<file path="src/hdl/mss_pkg.sv">
`default_nettype none
package mss_pkg;

  localparam int ElemW    = 16;
  localparam int CntW     = 8;
  localparam int PosW     = 7;
  localparam int SumW     = 31;
  localparam int SqW      = 45;
  localparam int ColW     = 23;
  localparam int ProdW    = 32;
  localparam int NW       = 15;
  localparam int NnW      = 29;
  localparam int StdW     = 24;
  localparam int MaxDim   = 128;
  localparam int CfgIdxW  = 2;
  localparam int QDepth   = 2;

  localparam logic [CfgIdxW-1:0] RegRowCount    = 2'd0;
  localparam logic [CfgIdxW-1:0] RegColumnCount = 2'd1;

  typedef struct packed {
    logic [ColW-1:0]         col_sum;
    logic [ProdW-1:0]        prod;
    logic signed [ElemW-1:0] max_val;
    logic [PosW-1:0]         max_row;
    logic [PosW-1:0]         max_col;
    logic [SumW-1:0]         sum;
    logic [SqW-1:0]          sq;
    logic [NW-1:0]           n;
  } mss_entry_t;

  function automatic logic [CntW-1:0] effective(input logic [CntW-1:0] r);
    logic [CntW-1:0] v;
    v = r;
    if (r == '0) v = CntW'(1);
    else if (r > CntW'(MaxDim)) v = CntW'(MaxDim);
    return v;
  endfunction

endpackage
`default_nettype wire

</file>
<file path="src/hdl/mss_front.sv">
`default_nettype none
module mss_front import mss_pkg::*; (
  input  wire logic                clk,
  input  wire logic                rst,
  input  wire logic                cfg_valid,
  output logic                     cfg_ready,
  input  wire logic [CfgIdxW-1:0]  cfg_index,
  input  wire logic [CntW-1:0]     cfg_data,
  input  wire logic                in_valid,
  output logic                     in_ready,
  input  wire logic signed [ElemW-1:0] element_value,
  input  wire logic                q_full,
  output logic                     q_push,
  output mss_entry_t               q_data
);

  logic [CntW-1:0] row_count;
  logic [CntW-1:0] column_count;
  logic [PosW-1:0] row_position;
  logic [PosW-1:0] column_position;
  logic [SumW-1:0] running_sum;
  logic [SqW-1:0]  running_square_sum;
  logic signed [ElemW-1:0] best_value;
  logic [PosW-1:0] best_row;
  logic [PosW-1:0] best_column;
  logic [ColW-1:0] column_tail_sum;
  logic [ProdW-1:0] row_tail_product;

  logic [CntW-1:0] eff_rows;
  logic [CntW-1:0] eff_cols;
  logic            last_col;
  logic            last_row;
  logic            first;
  logic            take_best;
  logic            accept;
  logic signed [2*ElemW-1:0] sq_e;
  logic [ProdW-1:0] e32;
  logic [SumW-1:0]  running_sum_next;
  logic [SqW-1:0]   running_square_sum_next;
  logic [ColW-1:0]  column_tail_sum_next;
  logic [ProdW-1:0] row_tail_product_next;
  logic [2*CntW-1:0] n_full;

  assign cfg_ready = 1'b1;
  assign in_ready  = !q_full;
  assign accept    = in_valid && in_ready;

  assign eff_rows = effective(row_count);
  assign eff_cols = effective(column_count);
  assign last_col = ({1'b0, column_position} + CntW'(1)) >= eff_cols;
  assign last_row = ({1'b0, row_position} + CntW'(1)) >= eff_rows;
  assign first    = (row_position == '0) && (column_position == '0);
  assign take_best = first || (element_value > best_value);

  assign sq_e = element_value * element_value;
  assign e32  = {{(ProdW-ElemW){element_value[ElemW-1]}}, element_value};

  assign running_sum_next = running_sum
                          + {{(SumW-ElemW){element_value[ElemW-1]}}, element_value};
  assign running_square_sum_next = running_square_sum
                                 + {{(SqW-2*ElemW){1'b0}}, $unsigned(sq_e)};
  assign column_tail_sum_next = last_col
      ? column_tail_sum + {{(ColW-ElemW){element_value[ElemW-1]}}, element_value}
      : column_tail_sum;
  assign row_tail_product_next = last_row ? row_tail_product * e32 : row_tail_product;
  assign n_full = eff_rows * eff_cols;

  assign q_push = accept && last_col && last_row;

  always_comb begin
    q_data.col_sum = column_tail_sum_next;
    q_data.prod    = row_tail_product_next;
    q_data.max_val = take_best ? element_value : best_value;
    q_data.max_row = take_best ? row_position : best_row;
    q_data.max_col = take_best ? column_position : best_column;
    q_data.sum     = running_sum_next;
    q_data.sq      = running_square_sum_next;
    q_data.n       = n_full[NW-1:0];
  end

  always_ff @(posedge clk) begin
    if (rst) begin
      row_count    <= CntW'(1);
      column_count <= CntW'(1);
    end else if (cfg_valid && cfg_ready) begin
      unique case (cfg_index)
        RegRowCount:    row_count    <= cfg_data;
        RegColumnCount: column_count <= cfg_data;
        default: ;
      endcase
    end
  end

  always_ff @(posedge clk) begin
    if (rst) begin
      row_position       <= '0;
      column_position    <= '0;
      running_sum        <= '0;
      running_square_sum <= '0;
      best_value         <= '0;
      best_row           <= '0;
      best_column        <= '0;
      column_tail_sum    <= '0;
      row_tail_product   <= ProdW'(1);
    end else if (accept) begin
      if (last_col && last_row) begin
        // matrix closed: start the next one afresh
        row_position       <= '0;
        column_position    <= '0;
        running_sum        <= '0;
        running_square_sum <= '0;
        best_value         <= '0;
        best_row           <= '0;
        best_column        <= '0;
        column_tail_sum    <= '0;
        row_tail_product   <= ProdW'(1);
      end else begin
        running_sum        <= running_sum_next;
        running_square_sum <= running_square_sum_next;
        column_tail_sum    <= column_tail_sum_next;
        row_tail_product   <= row_tail_product_next;
        if (take_best) begin
          best_value  <= element_value;
          best_row    <= row_position;
          best_column <= column_position;
        end
        if (!last_col) begin
          column_position <= column_position + 1'b1;
        end else begin
          column_position <= '0;
          row_position    <= row_position + 1'b1;
        end
      end
    end
  end

endmodule
`default_nettype wire

</file>
<file path="config.mk">
export PLATFORM = sky130hd
export DESIGN_NAME = mss_front
export DESIGN_NICKNAME = d
export VERILOG_FILES = /design/src/hdl/mss_pkg.sv /design/src/hdl/mss_front.sv
export SDC_FILE = /design/constraint.sdc
export NUM_CORES = 2
export LEC_CHECK = 0
export BUFFER_PORTS_ARGS = -buffer_cell sky130_fd_sc_hd__buf_2
export CORE_MARGIN = 4
export CORE_UTILIZATION = 45
export DETAILED_ROUTE_END_ITERATION = 8
export PLACE_DENSITY = 0.59
export SLEW_MARGIN = 20
export SYNTH_ARGS = -nofsm -noshare
export SYNTH_HDL_FRONTEND = slang
export SYNTH_SLANG_ARGS = --single-unit
</file>
<file path="constraint.sdc">
create_clock -name clk -period 15.35 [get_ports clk]
set_clock_uncertainty 0.2 [all_clocks]
set_input_delay 3.07 -clock clk [delete_from_list [all_inputs] [get_ports clk]]
set_output_delay 3.07 -clock clk [all_outputs]
set_load 0.03 [all_outputs]
</file>
==> run metrics <==
outcome=completed; first drt pass iteration count=6; Hold WS=roughly 260 ps; register-to-register setup slack=7830 ps; critical path's most frequent cell=fa_1; Synth area leaders=fa_1 (32%), ha_1 (12%), dfxtp_1 (11%), inv_1 (8.2%), nand2_1 (5.3%); Worst Hold End=running_square_sum[3]; share of the synthesized area in the top cell type=32.2%; Syn Inst Count=4,235; Routed WL=106,000 um; Tot GR Track Use=roughly a quarter; Die Span X=approximately 290 um; R2R depth=21; Placed Area=0.0381 mm2; Vias/cell=5.38; area of the multi-input gates=0.0285 mm2; prevailing post-synth register cell=dfxtp_1; area delta synth->final=7.78%; GP Congestion=0.888; fraction of registers with async set/reset=0%; synth warn=0; remaining antenna violation count=0; Post-synth top cells=inv_1 (790), fa_1 (578), nand2_1 (509); fillers=7,742; hold buffer count at cts=0; CTS root buffer=clkbuf_16; num rows=103; HP Start=running_square_sum[3]; RSZ-0062 raised after global routing=no; die extent in y=291 um; routed length per instance=19.7 um; Final setup viols=0; Slew headroom=a little over a quarter; total CTS buffers=17; Residual DRC=0; Die Area=0.0845 mm2; Final Cell Area=between 0.03 and 0.04 mm2; Cell Area, Synth=0.0359 mm2; Crit Path Category=in -> out; Netlist cell types=about 80; largest net degree at the start of global routing=between 60 and 70; R2R Path Start=row_tail_product[11]; gr busiest metal=met2; Peak Freq=67.1 MHz; largest buffer count on any clock path=2; PortBufs=around 210; CP delay by family, top=adder cells; Tmin final=~15,000 ps; grt met2 use=41.1%; Post-synth EDFFs=0; final net count=5,275; count leader, synth=inv_1; sequential share of the synthesized area=10.6%; crit-path max cell delay=roughly 700 ps; Least-Margin Pin Slew=~1100 ps; Clk pin slew, worst setup/hold paths=80 ps; synthesis-stage register bit count=191; Synth area leader=fa_1; reg2reg end=row_tail_product[30]; DRT iter0 DRCs=1,827; HP Class=reg -> reg; met3 usage=5.33%; share of cells above drive strength 1=9.07%; hpwl dp=roughly 84,000 um; TritonCTS clock tree=built; initial antenna violation count=9; H-tree levels=4; max_cap viols=0; fin crit share=97.0%; Final WS setup=455 ps; I/O pins=210; CP max stage cell=fa_1; final hold violations=0; met1 Use GR=34.6%; crit path DAT=11,620 ps; Hold Path Stages=2; max-slew violations=0; pre-CTS WS=423 ps; Crit. End Element=output pin; WP buf/inv=7; Syn Nets=5,181; Clock Latency Late Sink=500 ps; clock sinks=191; Reg area=0.00382 mm2; data required time of the critical path=12,080 ps; DR vias=29.0k; core box area=0.0791 mm2; global-route wire length before repair=170,000 um; mean area per synthesized cell=~8.5 um2; post-route setup TNS=0 ps; vias in the first global route=roughly 30k; Startpoint Class=primary input; Crit Path Max Fanout=10; initial core utilization=a little under half; global route overflow=0
cell usage in the layout (no fill, tap or decap), types with 8 or more instances in the layout:
cell	synthesis	final
o21bai_1	21	21
nor2b_1	39	38
o21a_1	24	24
o31ai_1	10	10
inv_1	790	790
nor2_1	258	256
fa_1	578	578
o21ai_0	102	102
nand3_1	63	63
a22oi_1	47	47
and3_1	23	23
clkbuf_16	0	17
ha_1	337	337
dfxtp_1	191	191
nand2_1	509	508
and2_1	165	164
a21boi_0	12	12
mux2_2	49	49
a21o_1	67	66
o211ai_1	9	9
a32o_1	10	10
a22o_1	72	72
or2_2	12	12
buf_4	1	58
a211oi_1	17	17
mux2i_1	18	18
or3_1	18	18
nand4_1	16	16
o2111ai_1	8	8
nand2b_1	37	37
buf_2	5	207
xnor2_1	138	138
nor3_1	45	45
a21oi_1	157	156
xor2_1	57	57
o311ai_0	9	9
a31oi_1	17	17
a31o_2	10	10
flip-flops by register name, summed over array words and instances, names as in the netlist:
register / flops
row_count: 8
row_position: 7
column_position: 7
best_row: 7
column_count: 8
row_tail_product: 32
running_square_sum: 45
best_column: 7
running_sum: 31
best_value: 16
column_tail_sum: 23
worst max path at each step:
stage / start / to / slack (ps) / depth (start not counted)
2_1_floorplan: element_value[1] / q_data[50] / 1250 / 31
3_3_place_gp: element_value[10] / q_data[50] / 400 / 32
3_5_place_dp: element_value[10] / q_data[52] / 420 / 32
4_1_cts: element_value[10] / q_data[50] / 370 / 32
5_1_grt: element_value[15] / q_data[59] / 2 / 29
6_report: element_value[15] / q_data[50] / 460 / 28
stage by stage:
step                instances  utilization, %
floorplan                4235               -
global placement         5359            48.1
detailed placement       5359            48.1
CTS                      5391            48.9
global route             5394            49.0
finish                   5396            49.0
final cells by class:
class | instances | share of cell area [%]
Tap cell | 1050 | 3.39
Sequential cell | 191 | 9.87
Timing Repair Buffer | 267 | 3.87
Clock inverter | 12 | 0.433
Inverter | 792 | 7.67
Multi-Input combinational cell | 3060 | 73.6
Clock buffer | 20 | 1.18
Antenna cell | 4 | 0.0258
worst register-to-register path: cells and delay by family, from the launching register on:
kind | cells | cell delay [ps]
simple gates | 2 | 330
compound gates | 6 | 1940
xor+xnor | 1 | 100
fa+ha+maj | 7 | 3530
buf+inv | 5 | 260
flops | 1 | 1050
routing by layer:
layer | routed length (um) | vias to the layer above
li1 | - | 13663
met5 | 58 | -
met3 | 7580 | 136
met1 | 47300 | 14356
met4 | 2570 | 8
met2 | 48700 | 872
kinds of logic after synthesis:
group | Yosys count | share of synthesized area (%)
XOR/XNOR | 195 | 4.75
buffers and inverters | 984 | 10.3
adder cells (fa/ha/maj) | 915 | 43.9
multiplexers | 68 | 2.08
flip-flops | 191 | 10.6
AO/OA/AOI/OAI | 668 | 12.8
other | 1 | 0.0104
AND/OR/NAND/NOR | 1213 | 15.5
timing repair:
item,4_1_cts,5_1_grt
resized for setup,0,3
endpoints found under the setup margin,0,10
setup buffers,0,0
Power is not shown: default switching activity piles up to over one toggle a cycle in this logic, so the estimate is an artifact.
