## config.mk

```make
export PLATFORM = sky130hd
export DESIGN_NAME = mss_queue
export DESIGN_NICKNAME = d
export VERILOG_FILES = /design/src/hdl/mss_pkg.sv /design/src/hdl/mss_queue.sv
export SDC_FILE = /design/constraint.sdc
export NUM_CORES = 1
export LEC_CHECK = 0
export ABC_AREA = 1
export BUFFER_PORTS_ARGS = -buffer_cell sky130_fd_sc_hd__buf_4
export CAP_MARGIN = 30
export CORE_MARGIN = 5
export CORE_UTILIZATION = 52
export DETAILED_ROUTE_END_ITERATION = 7
export HOLD_SLACK_MARGIN = 0.05
export PLACE_DENSITY_LB_ADDON = 0.2
export SLEW_MARGIN = 25
export SYNTH_ARGS = -nofsm -noshare
export SYNTH_HDL_FRONTEND = slang
export SYNTH_SLANG_ARGS = --single-unit
```

## constraint.sdc

```tcl
create_clock -name clk -period 11.15 [get_ports clk]
set_input_delay 2.23 -clock clk [delete_from_list [all_inputs] [get_ports clk]]
set_output_delay 2.23 -clock clk [all_outputs]
set_load 0.02 [all_outputs]
```

## src/hdl/mss_pkg.sv

```systemverilog
`default_nettype none
package mss_pkg;

  localparam int ElemW    = 16;
  localparam int CntW     = 8;
  localparam int PosW     = 7;
  localparam int SumW     = 31;
  localparam int SqW      = 45;
  localparam int ColW     = 23;
  localparam int ProdW    = 32;
  localparam int NW       = 15;
  localparam int NnW      = 29;
  localparam int StdW     = 24;
  localparam int MaxDim   = 128;
  localparam int CfgIdxW  = 2;
  localparam int QDepth   = 2;

  localparam logic [CfgIdxW-1:0] RegRowCount    = 2'd0;
  localparam logic [CfgIdxW-1:0] RegColumnCount = 2'd1;

  typedef struct packed {
    logic [ColW-1:0]         col_sum;
    logic [ProdW-1:0]        prod;
    logic signed [ElemW-1:0] max_val;
    logic [PosW-1:0]         max_row;
    logic [PosW-1:0]         max_col;
    logic [SumW-1:0]         sum;
    logic [SqW-1:0]          sq;
    logic [NW-1:0]           n;
  } mss_entry_t;

  function automatic logic [CntW-1:0] effective(input logic [CntW-1:0] r);
    logic [CntW-1:0] v;
    v = r;
    if (r == '0) v = CntW'(1);
    else if (r > CntW'(MaxDim)) v = CntW'(MaxDim);
    return v;
  endfunction

endpackage
`default_nettype wire

```

## src/hdl/mss_queue.sv

```systemverilog
`default_nettype none
module mss_queue import mss_pkg::*; (
  input  wire logic       clk,
  input  wire logic       rst,
  input  wire logic       push,
  input  wire mss_entry_t push_data,
  output logic            full,
  input  wire logic       pop,
  output logic            pop_valid,
  output mss_entry_t      pop_data
);

  localparam int PtrW = (QDepth > 1) ? $clog2(QDepth) : 1;
  localparam int CntQW = $clog2(QDepth + 1);

  mss_entry_t slots [QDepth];
  logic [PtrW-1:0]  wr_ptr;
  logic [PtrW-1:0]  rd_ptr;
  logic [CntQW-1:0] count;

  assign full      = (count == CntQW'(QDepth));
  assign pop_valid = (count != '0);
  assign pop_data  = slots[rd_ptr];

  always_ff @(posedge clk) begin
    if (push) begin
      slots[wr_ptr] <= push_data;
    end
  end

  always_ff @(posedge clk) begin
    if (rst) begin
      wr_ptr <= '0;
      rd_ptr <= '0;
      count  <= '0;
    end else begin
      if (push) begin
        wr_ptr <= (wr_ptr == PtrW'(QDepth - 1)) ? '0 : wr_ptr + 1'b1;
      end
      if (pop) begin
        rd_ptr <= (rd_ptr == PtrW'(QDepth - 1)) ? '0 : rd_ptr + 1'b1;
      end
      count <= count + CntQW'(push) - CntQW'(pop);
    end
  end

endmodule
`default_nettype wire

```

==> results.txt, run 1 <==
Post_cts resized -> 0
Initial DRC Count -> 418
DRC Markers -> 0
Die height -> 171 µm
Ports -> 358
HPWL after DPL -> 18,800 µm
Worst skew pair latency -> 0.50 ns
Power, Total -> 0.00316 W
Synth Cell Area -> 0.0135 mm²
Critical Path AT -> 3.29 ns
Worst-path fanout max -> 49
Drt via density -> 4.98
Register clock-pin slew on the reported worst setup and hold paths -> 0.05 ns
Commonest non-fill, non-tap cells in the layout -> 363 x buf_4, 352 x edfxtp_1, 140 x mux2_4, 39 x clkbuf_16, 36 x mux2_2
Worst path required time -> 8.92 ns
Max-cap violations -> 0
Final TNS setup -> 0 ns
Gp weighted congestion -> 0.759
Syn Area/Cell -> 23.3 µm²
Root Driver -> clkbuf_16
Worst slew margin relative to its limit -> 0.350
Hold WS -> 0.517 ns
Most common cell after layout, fill and taps aside -> buf_4
Skew final -> 0.0152 ns
Vias -> 6,608
Die W -> 171 µm
Post-Route WL -> 27,300 µm
Max VDD drop -> 0.000148 V
Clock tree from TritonCTS -> built
Hold WC Path Type -> flip-flop to flip-flop
Number of global-route vias before repair -> 6,983
Hold_buf cts -> 0
RSZ-0062 raised after global routing -> false
Number of port buffers -> 357
Critical Path End Type -> output pin
Area Growth Syn to Fin -> 30.9%
Syn_nets -> 761
First-pass GRT wire length -> 39,600 µm
Grt ovf -> 0
P per Cell Area -> 179 mW/mm²
Synth cell types -> 14
Fin. max-slew vios -> 0
Row cnt -> 59
Mapped Cells -> 579
Detail Route Antenna Nets -> 0
Leak Pwr -> 6.94 nW
Yosys reg bits -> 357
Core Area -> 0.0258 mm²
DRT Pass-1 Iters -> 4
Gr usage total -> 0.178
Worst Setup Path Type -> flip-flop to output pin
Fmax -> 181 MHz
Setup violations, final -> 0
Share of cells above drive strength 1 -> 0.599
CTS Sinks -> 357
WL per Instance -> 20.6 µm
Seq/Total Area, Yosys -> 0.790
Largest net degree at the start of global routing -> 102
FILL cells -> 1,688
Initial Util -> 0.523
Final min period -> 5.52 ns
Post-CTS Setup Inserts -> 0
CTS max path bufs -> 3
Initial antenna violation count -> 3
Nets -> 1,147
Worst-Margin Slew -> 0.975 ns
Status -> finished, final reports clean
Final Hold Vio Count -> 0
Max H-tree Level -> 2
YS warnings -> 0
Die area -> 0.0293 mm²
Period utilisation layout -> 0.495
Total CTS buffers -> 37
Element type at the critical path start -> flip-flop
layout make-up:
type	count	area [µm²]	area share
multi-input combinational	194	2610	0.148
clock buffer	50	1020	0.0575
tap	335	419	0.0237
antenna	3	7.51	0.000425
clock inverter	14	93.8	0.00531
sequential	357	10700	0.604
timing repair buffer	367	2820	0.160
inverter	8	35.0	0.00198
routing by layer:
metal / share of wire / global-route usage
met1: 0.36 / 0.203
met2: 0.52 / 0.307
met3: 0.095 / 0.0648
met4: 0.032 / 0.0720
met5: 0 / 0
worst max-delay path: stages (launching register included):
cell and delay, ns:
dfxtp_4 0.71, buf_4 0.65, buf_4 0.79, mux2_4 0.36, buf_4 0.16
stage by stage:
step           setup slack, ns  utilization  cell area (µm²)  cells
6_report                  5.63        0.684            17700   1328
5_1_grt                   5.45        0.684            17700   1328
4_1_cts                   5.58        0.683            17600   1324
3_5_place_dp              6.13        0.640            16500   1260
3_3_place_gp              6.20        0.637            16500   1257
2_1_floorplan            0.804            -            13500    579
state kept, by name, summed over array words and instances (netlist names), named ones only:
signal and count:
count 2, rd_ptr 1, slots 352, wr_ptr 1
cells in the mapped netlist:
cell      instances  area (µm²)
a21oi_1           1        5.00
buf_2             3        15.0
buf_6            17         191
dfxtp_1           5         100
edfxtp_1        352       10600
ha_1              2        25.0
inv_1             8        30.0
mux2_2           36         405
mux2_4          140        2100
nand2_1           5        18.8
nand3_1           1        5.00
nor2_1            7        26.3
nor3_1            1        5.00
xnor2_1           1        8.76
power by group:
part | internal (W) | switching (W) | leakage, nW
Clock | 0.000661 | 0.000464 | 0.541
Sequential | 0.00156 | 0.0000237 | 3.35
Combinational | 0.000228 | 0.000221 | 3.06
cells by family (layout without fill, tap and decap cells):
| logic type | after synthesis | after routing | synth area share |
|---|---|---|---|
| flops | 357 | 357 | 0.790 |
| mux | 176 | 176 | 0.186 |
| buf+inv | 28 | 439 | 0.0175 |
| simple gates | 14 | 14 | 0.00408 |
| fa+ha+maj | 2 | 2 | 0.00185 |
| compound gates | 1 | 1 | 0.000370 |
| xor+xnor | 1 | 1 | 0.000649 |
| other cells | 0 | 3 | 0 |
worst paths after layout:
check	startpoint	end	slack (ns)	cells past startpoint
max	flip-flop	pop_data[55]	5.63	4
min	rd_ptr	flip-flop	0.52	2
max reg2reg	wr_ptr	slots[1][47]	8.69	5
min reg2reg	rd_ptr	flip-flop	0.52	2
No activity file was read; power rests on OpenSTA's default activity.
==> run 2, diff against run 1 <==
clock period = 5.2 ns   (was 11.15 ns; I/O delays follow)
==> run 2 against run 1 <==
Final cell count decreased by 0.30%. Design area decreased by 0.22%. Global-route usage decreased by 1.1 points. Sequential share of layout area increased by 0.13 points. Combinational power increased by 120%. Hold slack improved by 0.0078 ns. Die area unchanged. Routed wire length decreased by 4.6%. Setup slack got worse by 3.8 ns. Non-clock buffer count unchanged. Critical path depth decreased by 1. Clock power increased by 110%.
==> results.txt, run 2 (synthesized netlist as in run 1, its figures left out) <==
Die area -> 0.0293 mm²
Share of cells above drive strength 1 -> 0.598
Nets -> 1,147
Post-CTS Setup Inserts -> 0
Hold WC Path Type -> flip-flop to flip-flop
Die W -> 171 µm
Status -> finished, final reports clean
Post_cts resized -> 0
Worst-path fanout max -> 68
Critical Path End Type -> output pin
CTS Sinks -> 357
Number of global-route vias before repair -> 6,701
Die height -> 171 µm
Worst-Margin Slew -> 0.587 ns
Register with the most flip-flops -> slots
DP Cell Count -> 1,259
CP max stage delay -> 0.71 ns
Ports -> 358
Core Area -> 0.0258 mm²
Post-Route WL -> 26,100 µm
Period utilisation layout -> 0.640
Gp weighted congestion -> 0.737
Max VDD drop -> 0.000282 V
WL per Instance -> 19.7 µm
Worst Setup Path Type -> flip-flop to output pin
Worst slew margin relative to its limit -> 0.608
Initial Util -> 0.523
Critical Path AT -> 2.29 ns
Final min period -> 3.33 ns
Row cnt -> 59
Root Driver -> clkbuf_16
DRT Pass-1 Iters -> 4
Finished Layout Cells -> 1,324
Leak Pwr -> 6.92 nW
Element type at the critical path start -> flip-flop
RSZ-0062 raised after global routing -> false
CP top delay family -> flip-flops
Hold_buf cts -> 0
Drt via density -> 4.94
Area Growth Syn to Fin -> 30.6%
Gr usage total -> 0.167
Final Core Density -> 0.683
Fin. max-slew vios -> 0
P per Cell Area -> 379 mW/mm²
Worst path required time -> 4.16 ns
Max H-tree Level -> 2
Worst skew pair latency -> 0.49 ns
Fmax -> 300 MHz
Worst path cell trace -> buf_12 -> mux2_4 -> buf_4
Most common cell after layout, fill and taps aside -> buf_4
Final Hold Vio Count -> 0
Largest net degree at the start of global routing -> 102
Number of port buffers -> 357
Initial DRC Count -> 445
Max-cap violations -> 0
CTS max path bufs -> 3
First-pass GRT wire length -> 37,100 µm
Register clock-pin slew on the reported worst setup and hold paths -> 0.06 ns
Regs by FF count -> slots x352, count x2
Grt ovf -> 0
HPWL after DPL -> 17,400 µm
Clock tree from TritonCTS -> built
Buf+Inv Stages, Crit Path -> 2
DRC Markers -> 0
Initial antenna violation count -> 1
Skew final -> 0.0116 ns
Commonest non-fill, non-tap cells in the layout -> 361 x buf_4, 352 x edfxtp_1, 140 x mux2_4, 37 x clkbuf_16, 36 x mux2_2
Vias -> 6,545
Total CTS buffers -> 37
Setup violations, final -> 0
Max reg flops -> 352
Detail Route Antenna Nets -> 0
Final TNS setup -> 0 ns
Slowest stage cell, crit path -> dfxtp_4
run 2: changes by cell type in the layout (fill, tap and decap cells not counted):
| cell | change |
|---|---|
| buf_4 | -2 |
| buf_16 | -1 |
| clkbuf_16 | -2 |
| buf_12 | +3 |
| diode_2 | -2 |
| clkbuf_1 | +1 |
| clkinvlp_4 | +1 |
| inv_6 | -1 |
| clkinv_1 | -1 |
run 2: layout make-up:
type                    instances  area (µm²)
diodes                          1        2.50
clock buffers                  49         971
clock inverters                13        88.8
fillers                      1690        8200
inverters                       8        35.0
multi-input cells             194        2610
flip-flops and latches        357       10700
well taps                     335         419
repair buffers                367        2840
run 2: where the power goes:
group          internal (W)  switching (W)
logic              0.000491       0.000478
registers           0.00334      0.0000470
clock network       0.00136       0.000973
total               0.00518        0.00150
run 2: final timing paths:
check / startpoint / to / slack (ns) / cells after the start
worst min-delay path: rd_ptr / rd_ptr / 0.52 / 2
worst max register to register: wr_ptr / slots[1][170] / 3.19 / 4
worst min register to register: rd_ptr / rd_ptr / 0.52 / 2
worst max-delay path: flip-flop / pop_data[67] / 1.87 / 3
run 2: per-stage QoR:
| stage | hold WS, ns | instance area [µm²] | total power, W | setup slack [ns] |
|---|---|---|---|---|
| after floorplan | 0.480 | 13500 | 0.00402 | 0.165 |
| after global placement | 0.498 | 16500 | 0.00440 | 2.27 |
| after detailed placement | 0.507 | 16500 | 0.00442 | 2.31 |
| after CTS | 0.524 | 17600 | 0.00676 | 1.81 |
| after global routing | 0.571 | 17600 | 0.00695 | 1.75 |
| final | 0.525 | 17600 | 0.00668 | 1.87 |
run 2: worst min-delay path: stages, from the launching register on:
cell and delay, ns:
dfxtp_1 0.33, xnor2_1 0.08, nor2_1 0.08
run 2: layer usage:
| layer | vias to the layer above | global-route usage | share of wire |
|---|---|---|---|
| met1 | 3186 | 0.205 | 0.37 |
| met4 | 0 | 0.0558 | 0.027 |
| met5 | - | 0 | 0 |
| met3 | 45 | 0.0508 | 0.087 |
| li1 | 3055 | - | - |
| met2 | 259 | 0.286 | 0.51 |
==> run 3, diff against run 2 <==
clock period = 3.3 ns   (was 5.2 ns; I/O delays follow)
==> run 3 against run 2 <==
Combinational power is 59% higher. Die area unchanged. Critical path type unchanged. Critical endpoint is now pop_data[164]. Sequential share of layout area decreased by 0.20 points.
==> results.txt, run 3 (synthesized netlist as in run 1, its figures left out) <==
Hold_buf cts -> 0
Element type at the critical path start -> flip-flop
Worst Min Path Start -> push_data[117]
Initial antenna violation count -> 0
Drt via density -> 5.00
Total CTS buffers -> 37
WL per Instance -> 19.9 µm
Gp weighted congestion -> 0.759
Die height -> 171 µm
Final Hold Vio Count -> 0
Reg power frac -> 0.505
Core Area -> 0.0258 mm²
Nets -> 1,149
Sw Ratio -> 0.225
Sw power -> 0.00238 W
Area Growth Syn to Fin -> 31.0%
Initial DRC Count -> 380
Root Driver -> clkbuf_16
Max VDD drop -> 0.000585 V
Grt ovf -> 0
Clk network pwr share -> 0.350
Worst-path fanout max -> 47
Die area -> 0.0293 mm²
Post_cts resized -> 0
PnR worst setup slack -> 0.581 ns
Detail Route Antenna Nets -> 0
Skew final -> 0.0111 ns
Post-CTS Setup Inserts -> 0
Critical Path AT -> 2.06 ns
Most common cell after layout, fill and taps aside -> buf_4
Worst skew pair latency -> 0.51 ns
Commonest non-fill, non-tap cells in the layout -> 362 x buf_4, 352 x edfxtp_1, 140 x mux2_4, 39 x clkbuf_16, 36 x mux2_2
DRT Pass-1 Iters -> 4
Logic pwr share -> 0.146
Max H-tree Level -> 2
Share of cells above drive strength 1 -> 0.603
Max reg flops -> 352
Worst path required time -> 2.64 ns
Gr usage total -> 0.169
Hold WC Path Type -> input port to flip-flop
WHS Path Cells -> 1
Pre-CTS setup slack -> 1.07 ns
Largest net degree at the start of global routing -> 98
Post-Route WL -> 26,400 µm
Post-DP Area -> 0.0166 mm²
Reg2reg end -> slots[1][139]
P per Cell Area -> 597 mW/mm²
Register clock-pin slew on the reported worst setup and hold paths -> 0.06 ns
Max-cap violations -> 0
Internal -> 0.00818 W
R2r startpoint -> wr_ptr
DRC Markers -> 0
HPWL after DPL -> 17,900 µm
Row cnt -> 59
Final min period -> 2.72 ns
RSZ-0062 raised after global routing -> false
Ports -> 358
Regs by FF count -> slots x352, count x2
Ant. Diodes -> 0
FILL cells -> 1,727
Fin. max-slew vios -> 0
R2R depth -> 3
Area of the multi-input gates -> 0.00263 mm²
Final TNS setup -> 0 ns
Hold WS -> 0.336 ns
CP max stage delay -> 0.60 ns
Vias -> 6,618
Critical Path End Type -> output pin
Number of port buffers -> 357
Worst-Margin Slew -> 0.575 ns
Die W -> 171 µm
Clock tree from TritonCTS -> built
Flop2flop setup slack -> 1.49 ns
Worst path cell trace -> buf_12 -> mux2_2 -> buf_4
FF/Latch Area -> 0.0107 mm²
Status -> finished, final reports clean
Worst Setup Path Type -> flip-flop to output pin
Fin area -> 0.0177 mm²
CTS Sinks -> 357
Fmax -> 368 MHz
Number of global-route vias before repair -> 6,887
Hold Path End -> slots[1][117]
Leak Pwr -> 6.94 nW
Register with the most flip-flops -> slots
Worst slew margin relative to its limit -> 0.617
Slowest stage cell, crit path -> dfxtp_4
Setup violations, final -> 0
First-pass GRT wire length -> 37,900 µm
Period utilisation layout -> 0.824
CTS max path bufs -> 3
Initial Util -> 0.523
## run 3: changes by cell type in the layout (fill, tap and decap cells not counted), moves of 2 or more
cell and delta:
clkbuf_1 -4, clkbuf_16 +2, clkinv_1 +2, buf_12 +2
## run 3: worst max-delay path, delay by kind of cell, from the launching register on
kind     cells  cell delay, ns
buf+inv      2            0.52
flops        1            0.60
mux          1            0.39
## run 3: stage by stage
step | util | std cells | power (W)
floorplan | - | 579 | 0.00634
global placement | 0.643 | 1263 | 0.00695
detailed placement | 0.643 | 1263 | 0.00698
CTS | 0.685 | 1324 | 0.0107
global route | 0.685 | 1324 | 0.0110
finish | 0.685 | 1324 | 0.0106
## run 3: cell type report
class	count	share of cell area
sequential	357	0.603
clock buffer	47	0.0568
inverter	8	0.00262
tap	335	0.0237
multi-input combinational	194	0.148
clock inverter	14	0.00382
timing repair buffer	369	0.161
## run 3: metal layers
layer	up-vias	GRT usage	share of wire
met1	3263	0.203	0.37
met2	252	0.295	0.52
met5	-	0	0
met4	0	0.0530	0.025
met3	46	0.0529	0.093
li1	3057	-	-
## run 3: worst max path at each step
stage	endpoint	slack, ns	cells past startpoint
finish	pop_data[164]	0.58	3
detailed placement	pop_data[164]	1.07	3
global route	pop_data[165]	0.47	3
floorplan	slots[1][0]	-0.41	2
CTS	pop_data[164]	0.52	3
global placement	slots[1][149]	1.08	4
## run 3: power groups by stage
stage,Sequential (W),Clock [W],Combinational [W]
2_1_floorplan,0.00541,0,0.000923
3_3_place_gp,0.00541,0,0.00154
3_5_place_dp,0.00542,0,0.00156
4_1_cts,0.00533,0.00380,0.00156
5_1_grt,0.00535,0.00402,0.00162
6_report,0.00533,0.00369,0.00154
